File: src/design/bmm_pkg.sv
// ----------------------------------------------------------------------------
// bmm_pkg
// Shared types, codes and helpers for the blocked fp32 matrix multiply core.
// ----------------------------------------------------------------------------
package bmm_pkg;

    localparam int MAX_DIM_DEF = 64;
    localparam int TILE        = 4;
    localparam int CFG_W       = 7;
    localparam int CFG_IDX_W   = 2;
    localparam int Q_DEPTH     = 2;
    localparam int Q_IDX_W     = 1;
    localparam int Q_CNT_W     = 2;
    localparam int FMA_STAGES  = 6;

    localparam logic [CFG_W-1:0] SIZE_RESET = 7'd64;

    localparam logic [1:0] ACT_WR_A = 2'd0;
    localparam logic [1:0] ACT_WR_B = 2'd1;
    localparam logic [1:0] ACT_TILE = 2'd2;

    localparam logic [CFG_IDX_W-1:0] REG_ROW_COUNT  = 2'd0;
    localparam logic [CFG_IDX_W-1:0] REG_COL_COUNT  = 2'd1;
    localparam logic [CFG_IDX_W-1:0] REG_INNER_SIZE = 2'd2;

    localparam logic [31:0] QNAN = 32'h7FC0_0000;
    localparam logic [31:0] PINF = 32'h7F80_0000;

    typedef struct packed {
        logic [1:0]  action;
        logic [5:0]  row;
        logic [5:0]  col;
        logic [31:0] value;
    } t_in_item;

    typedef struct packed {
        logic [5:0]  out_row;
        logic [5:0]  out_col;
        logic [31:0] out_value;
        logic        last;
    } t_out_item;

    typedef enum logic [1:0] {
        K_WR_A = 2'd0,
        K_WR_B = 2'd1,
        K_TILE = 2'd2
    } t_kind;

    typedef struct packed {
        t_kind       kind;
        logic [5:0]  row;
        logic [5:0]  col;
        logic [31:0] value;
    } t_cmd;

    // position of the highest set bit, 0 for zero
    function automatic logic [5:0] top_bit(input logic [63:0] v);
        logic [5:0] tb;
        tb = 6'd0;
        for (int i = 0; i < 64; i++) begin
            if (v[i]) tb = 6'(i);
        end
        return tb;
    endfunction

endpackage

File: src/design/bmm_front.sv
// ----------------------------------------------------------------------------
// bmm_front
// Takes items and config writes, sorts items into commands, queues them.
// ----------------------------------------------------------------------------
module bmm_front #(
    parameter int MAX_DIM = bmm_pkg::MAX_DIM_DEF
) (
    input  logic                          i_clk,
    input  logic                          i_rst_n,
    input  logic                          start,
    output logic                          busy,
    input  bmm_pkg::t_in_item             i_item,
    input  logic                          i_cfg_we,
    input  logic [bmm_pkg::CFG_IDX_W-1:0] i_cfg_idx,
    input  logic [bmm_pkg::CFG_W-1:0]     i_cfg_wdata,
    input  logic                          i_pop,
    output logic                          o_cmd_valid,
    output bmm_pkg::t_cmd                 o_cmd,
    output logic [bmm_pkg::CFG_W-1:0]     o_k
);

    localparam int TOP = (MAX_DIM / 4) * 4;

    logic [bmm_pkg::CFG_W-1:0] r_row_count, r_col_count, r_inner_size;
    bmm_pkg::t_cmd             r_q [bmm_pkg::Q_DEPTH];
    logic [bmm_pkg::Q_IDX_W-1:0] r_wp, r_rp;
    logic [bmm_pkg::Q_CNT_W-1:0] r_cnt, n_cnt;

    logic                      w_push, w_keep, w_in_store;
    bmm_pkg::t_cmd             w_cmd;
    logic [bmm_pkg::CFG_W-1:0] w_n, w_m;

    function automatic logic [bmm_pkg::CFG_W-1:0] eff_size(input logic [bmm_pkg::CFG_W-1:0] raw);
        logic [bmm_pkg::CFG_W-1:0] v;
        v = raw & 7'h7C;
        if (v < 7'd4) v = 7'd4;
        if (32'(v) > TOP) v = bmm_pkg::CFG_W'(TOP);
        return v;
    endfunction

    assign w_n = eff_size(r_row_count);
    assign w_m = eff_size(r_col_count);
    assign o_k = eff_size(r_inner_size);

    assign w_in_store = (32'(i_item.row) < 32'(MAX_DIM)) && (32'(i_item.col) < 32'(MAX_DIM));

    always_comb begin
        w_cmd.kind  = bmm_pkg::K_TILE;
        w_cmd.row   = i_item.row;
        w_cmd.col   = i_item.col;
        w_cmd.value = i_item.value;
        w_keep      = 1'b0;
        unique case (i_item.action)
            bmm_pkg::ACT_WR_A: begin
                w_cmd.kind = bmm_pkg::K_WR_A;
                w_keep     = w_in_store;
            end
            bmm_pkg::ACT_WR_B: begin
                w_cmd.kind = bmm_pkg::K_WR_B;
                w_keep     = w_in_store;
            end
            bmm_pkg::ACT_TILE: begin
                w_cmd.row = {i_item.row[5:2], 2'b00};
                w_cmd.col = {i_item.col[5:2], 2'b00};
                w_keep    = ({1'b0, w_cmd.row} < w_n) && ({1'b0, w_cmd.col} < w_m);
            end
            default: w_keep = 1'b0;
        endcase
    end

    assign busy   = (r_cnt == bmm_pkg::Q_CNT_W'(bmm_pkg::Q_DEPTH));
    assign w_push = start && !busy && w_keep;

    always_comb begin
        n_cnt = r_cnt;
        if (w_push && !i_pop) n_cnt = r_cnt + 1'b1;
        else if (!w_push && i_pop) n_cnt = r_cnt - 1'b1;
    end

    always_ff @(posedge i_clk) begin
        if (!i_rst_n) begin
            r_row_count  <= bmm_pkg::SIZE_RESET;
            r_col_count  <= bmm_pkg::SIZE_RESET;
            r_inner_size <= bmm_pkg::SIZE_RESET;
            r_wp         <= '0;
            r_rp         <= '0;
            r_cnt        <= '0;
        end else begin
            if (i_cfg_we) begin
                unique case (i_cfg_idx)
                    bmm_pkg::REG_ROW_COUNT:  r_row_count  <= i_cfg_wdata;
                    bmm_pkg::REG_COL_COUNT:  r_col_count  <= i_cfg_wdata;
                    bmm_pkg::REG_INNER_SIZE: r_inner_size <= i_cfg_wdata;
                    default: ;
                endcase
            end
            if (w_push) r_wp <= r_wp + 1'b1;
            if (i_pop)  r_rp <= r_rp + 1'b1;
            r_cnt <= n_cnt;
        end
    end

    always_ff @(posedge i_clk) begin
        if (w_push) r_q[r_wp] <= w_cmd;
    end

    assign o_cmd_valid = (r_cnt != '0);
    assign o_cmd       = r_q[r_rp];

endmodule

File: config.mk
export PLATFORM = sky130hd
export DESIGN_NAME = bmm_front
export DESIGN_NICKNAME = d
export VERILOG_FILES = /design/src/design/bmm_pkg.sv /design/src/design/bmm_front.sv
export SDC_FILE = /design/constraint.sdc
export NUM_CORES = 1
export LEC_CHECK = 0
export BUFFER_PORTS_ARGS = -buffer_cell sky130_fd_sc_hd__buf_2
export CORE_AREA = 2 2 87 123
export DETAILED_ROUTE_END_ITERATION = 12
export DIE_AREA = 0 0 89 125
export HOLD_SLACK_MARGIN = 0.06
export PLACE_DENSITY = 0.75
export SLEW_MARGIN = 0
export SYNTH_ARGS = -nofsm -noshare
export SYNTH_HDL_FRONTEND = slang
export SYNTH_SLANG_ARGS = --single-unit
File: constraint.sdc
create_clock -name i_clk -period 8.5 [get_ports i_clk]
set_clock_uncertainty 0.1 [all_clocks]
set_input_delay 1.275 -clock i_clk [delete_from_list [all_inputs] [get_ports i_clk]]
set_output_delay 1.275 -clock i_clk [all_outputs]
set_load 0.05 [all_outputs]
* After elaboration in Yosys (flattened, before gate mapping) *
Memory sizes are Yosys's and may differ from the RTL's. A register that Yosys moved wholly into a read port is not among the register bits.
Cells that the tools add are included.
Widths: inputs -> output; s select.

operators by class
  add/sub/neg operators = 4
  magnitude comparators = 8
  equal/unequal tests = 5
  multiplexer cells = 15
  reductions and logical operators = 16

operators with widths
  operator             count
  $mux 7               6
  $gt 7x7->1 const B   3
  $lt 7x3->1 const B   3
  $lt 6x7->1           2
  $mux 8               1
  $eq 2x2->1 const B   3
  $reduce_and 2->1     3
  $logic_and 1x1->1    5
  $eq 2x1->1 const B   2
  $logic_not 2->1      2
  $mux 1               4
  $mux 2               2
  $pmux 2 s2           1
  $reduce_bool 2->1    2
  $logic_not 1->1      3
  $add 1x1->1 const B  2
  $add 2x1->2 const B  1
  $pmux 1 s2           1
  $reduce_or 2->1      1
  $sub 2x1->2 const B  1

storage, ports and cells
  register bits = 25
  RAM bits = 92
  output and inout port bits = 55
  memories = 1

memories
  memory  words  width  read ports  clocked after memory_dff  wr ports  RTL line         text
  r_q     2      46     1           1                         1         bmm_front.sv:25  bmm_pkg::t_cmd r_q [bmm_pkg::Q_DEPTH];

* Logic depth before layout (Yosys ltp) *
  depth after elaboration = 12
  mapped depth = 10

* Least setup slack after synthesis *
OpenSTA, ideal clock, no wires.

  path kind = in2reg
  start = input i_item[36] (netlist bit)
  end = memory r_q[1][0] (netlist bit), enable pin
  setup time = 0.408 ns
  arrival = 3.523 ns
  data required time = 7.992 ns
  path slack = 4.469 ns
  stages = 6
  cell sequence = ha_1 nand4b_1 nor3_1 or4_1 o22ai_2 and2_1

on the way
  cells in the longest elaborated chain, start to end = 6

ends and longest elaborated chain
  item                          RTL line          text
  start: declaration            bmm_front.sv:12   input bmm_pkg::t_in_item i_item,
  $lt 6x7->1                    bmm_front.sv:65   w_keep = ({1'b0, w_cmd.row} < w_n) && ({1'b0, w_cmd.col} < w_m);
  $logic_and 1x1->1             bmm_front.sv:65
  $pmux 1 s2                    bmm_front.sv:53   unique case (i_item.action)
  $logic_and 1x1->1             bmm_front.sv:72   assign w_push = start && !busy && w_keep;
  $mux 1                        bmm_front.sv:104  if (w_push) r_q[r_wp] <= w_cmd;
  $mux 1 (not written as such)  bmm_front.sv:104
  end: declaration              bmm_front.sv:25

No other way between the ends.

* Final worst setup path *
  start = input i_item[36] (netlist bit)
  end = memory r_q[1][38] (netlist bit), enable pin

Same word-level chain as after synthesis.

==> flow_metrics.tcl <==
set metrics [dict create \
    leakagePower_nw 2.10 \
    finalCriticalPeriod_ps 3700 \
    power_density_nw_per_um2 263 \
    switchingPower_mw 0.409 \
    rsz0062_at_grt "no" \
    dieArea_um2 11100 \
    detailedPlace.worstSlack_ps 4400 \
    n_fill_cell 882 \
    relSlewSlack_pct 25.0 \
    fin_tns_setup_ps 0 \
    finalNonFillerCells 516 \
    rr_worst_depth 7 \
    io_pins 115 \
    clock-root-buffer "clkbuf_16" \
    ys_warn_count 0 \
    p_int_mw 1.03 \
    worstSkewPairLatency_ps 330 \
    overflow 0 \
    worst_ep_required_time_ps 8350 \
    drc 0 \
    rows 44 \
    r2r-end "r_q[1][38]" \
    worst_slew_pin_slew_ps 1130 \
    slew_violations 0 \
    switching_share_pct 28.5 \
    crit_path_end "r_q[1][38]" \
    period_share_pct 43.5 \
    tritoncts "done" \
    finalSetupViolCount 0 \
    htree_levels 3 \
    combPwrFrac_pct 19.9 \
    syn_area_um2 4420 \
    fin_ws_ps 4800 \
    wire_per_inst_um 14.9 \
    num_vias 2472 \
    cp_data_arrival_time_ps 3550 \
    gp_congestion 0.766 \
    initial_core_util_pct 43.7 \
    track_usage_pct 14.1 \
    multi_input_area_um2 1210 \
    synth_area_per_cell_um2 16.9 \
    port_buffers 110 \
    drt_wl_total_um 7680 \
    rrSetupSlack_ps 5300 \
    drive_gt1_share_pct 47.4 \
    synth_cells 262 \
    crit_path_end_kind "flip-flop" \
    viasPerCell 4.79 \
    final-seq-area_um2 3160 \
    cts_resized 0 \
    diodes 0 \
    fin_util_pct 53.8 \
    placed_cell_area_um2 5100 \
    clkSlewWorstSetupHoldPaths_ps 70 \
    cts_max_path_buffers 2 \
    ys_seq_area_share_pct 71.5 \
    grt_pass1_wl_um 11900 \
    synth_cell_type_count 34 \
    timing.fmax_mhz 270 \
    grt_max_degree 47 \
    p_clk_share_pct 32.9 \
    dp_cells 500 \
    pwr-share-seq_pct 47.2 \
    hold_viol 0 \
    finalNetCount 440 \
    path_class "input port to flip-flop" \
    grt_pass1_vias 2573 \
    crit-reg2reg-launch "r_col_count[3]" \
    worstHoldPathType "flip-flop to flip-flop" \
    cts_sinks 112 \
    area_delta_synth_final_pct 23.2 \
    post_cts_buffers 0 \
    dpl.hpwl_um 5230 \
    cts-hold-fix-buffers 0 \
    synth_seq_cells 112 \
    critical_path.max_fanout 46 \
    drt_first_pass_iters 4 \
    die_w_um 89 \
    cts_made_buffers 9 \
    cp-startpoint "i_item[36]" \
    irDropWorstVdd_v 0.000131 \
    core_area_um2 10100 \
    maxCapViolCount 0 \
    status "finished, final reports clean" \
    design_area_um2 5450 \
    die-height_um 125 \
    dr.first_iter.drc_count 120 \
    antenna_found_initial 1 \
    ant_nets 0 \
    crit_path_start_kind "input port" \
]
## critical path, stage by stage
cell	delay (ps)
buf_2	110
ha_1	300
nand4b_1	100
nor3_1	60
or4_1	530
o22ai_2	200
and2_2	920
## Yosys cell counts, drive strengths merged
| master | number | share of area [%] |
|---|---|---|
| nor4 | 2 | 0.42 |
| or2b | 1 | 0.17 |
| or3 | 1 | 0.14 |
| ha | 7 | 2.0 |
| and2 | 8 | 1.1 |
| nand2 | 4 | 0.34 |
| mux2i | 16 | 3.6 |
| edfxtp | 92 | 62 |
| dfxtp | 20 | 9.1 |
| or2 | 1 | 0.14 |
| a21oi | 2 | 0.23 |
| and2b | 1 | 0.17 |
| nand4b | 2 | 0.40 |
| nor3 | 3 | 0.34 |
| nor2 | 3 | 0.25 |
| a21o | 2 | 0.34 |
| mux2 | 46 | 12 |
| xnor2 | 1 | 0.20 |
| a21boi | 1 | 0.17 |
| buf | 2 | 0.34 |
| xor2 | 2 | 0.40 |
| conb | 1 | 0.085 |
| inv | 2 | 0.17 |
| nor2b | 18 | 2.5 |
| o22ai | 2 | 0.42 |
| nor3b | 1 | 0.28 |
| clkbuf | 9 | 0.76 |
| nand3b | 2 | 0.34 |
| nand2b | 7 | 0.99 |
| o21ai | 2 | 0.23 |
| or4 | 1 | 0.17 |
## cell families after synthesis
| group | share of synthesized area (%) |
|---|---|
| buf+inv | 1.27 |
| flops | 71.5 |
| fa+ha+maj | 1.98 |
| xor+xnor | 0.594 |
| compound gates | 1.39 |
| other cells | 0.0848 |
| mux | 15.3 |
| simple gates | 7.84 |
## placed cells by master, fill, tap and decap left out, types with 3 or more instances in the layout
cell type,instances
nor2b_1,18
and2_1,7
nor3_1,3
bufinv_16,3
dfxtp_1,19
ha_1,7
buf_2,110
clkbuf_16,9
edfxtp_1,92
nand2_1,4
nor2_1,3
mux2_2,46
mux2i_1,16
nand2b_1,7
## power by group through the flow
stage / sequential, mW / clock (mW) / combinational, mW
floorplan: 0.678 / 0 / 0.230
global placement: 0.688 / 0 / 0.286
detailed placement: 0.692 / 0 / 0.289
CTS: 0.680 / 0.487 / 0.290
global route: 0.685 / 0.505 / 0.303
finish: 0.678 / 0.472 / 0.286
## final cells by class
cell class | instances | area share, %
flip-flops and latches | 112 | 58.1
multi-input cells | 138 | 22.2
repair buffers | 110 | 10.1
clock buffers | 9 | 4.13
well taps | 138 | 3.17
clock inverters | 7 | 2.18
inverters | 2 | 0.138
## how the worst min path moves through the flow
stage	start	endpoint	depth (start not counted)
global route	r_wp	r_wp	2
CTS	r_wp	r_wp	2
global placement	r_wp	r_wp	2
floorplan	r_wp	r_wp	2
finish	r_wp	r_wp	2
detailed placement	r_wp	r_wp	2
## layer usage
layer  track usage (%)  routed length, µm  vias to the layer above
li1                  -                  -                     1191
met1              14.3               2880                     1205
met4              4.21                 76                        0
met3              4.95                487                        5
met2              26.2               4240                       71
met5                 0                  0                        -
## stage by stage
step | power, mW | hold WS [ps]
4_1_cts | 1.46 | 387
6_report | 1.44 | 380
3_3_place_gp | 0.974 | 355
3_5_place_dp | 0.981 | 377
5_1_grt | 1.49 | 425
2_1_floorplan | 0.908 | 347
## sequential cells by signal, summed over array words and instances, names as in the netlist, named ones only
register	cells
r_q	92
r_col_count	5
r_cnt	2
r_inner_size	5
r_wp	1
r_rp	1
r_row_count	5
No activity file was read; power rests on OpenSTA's default activity.
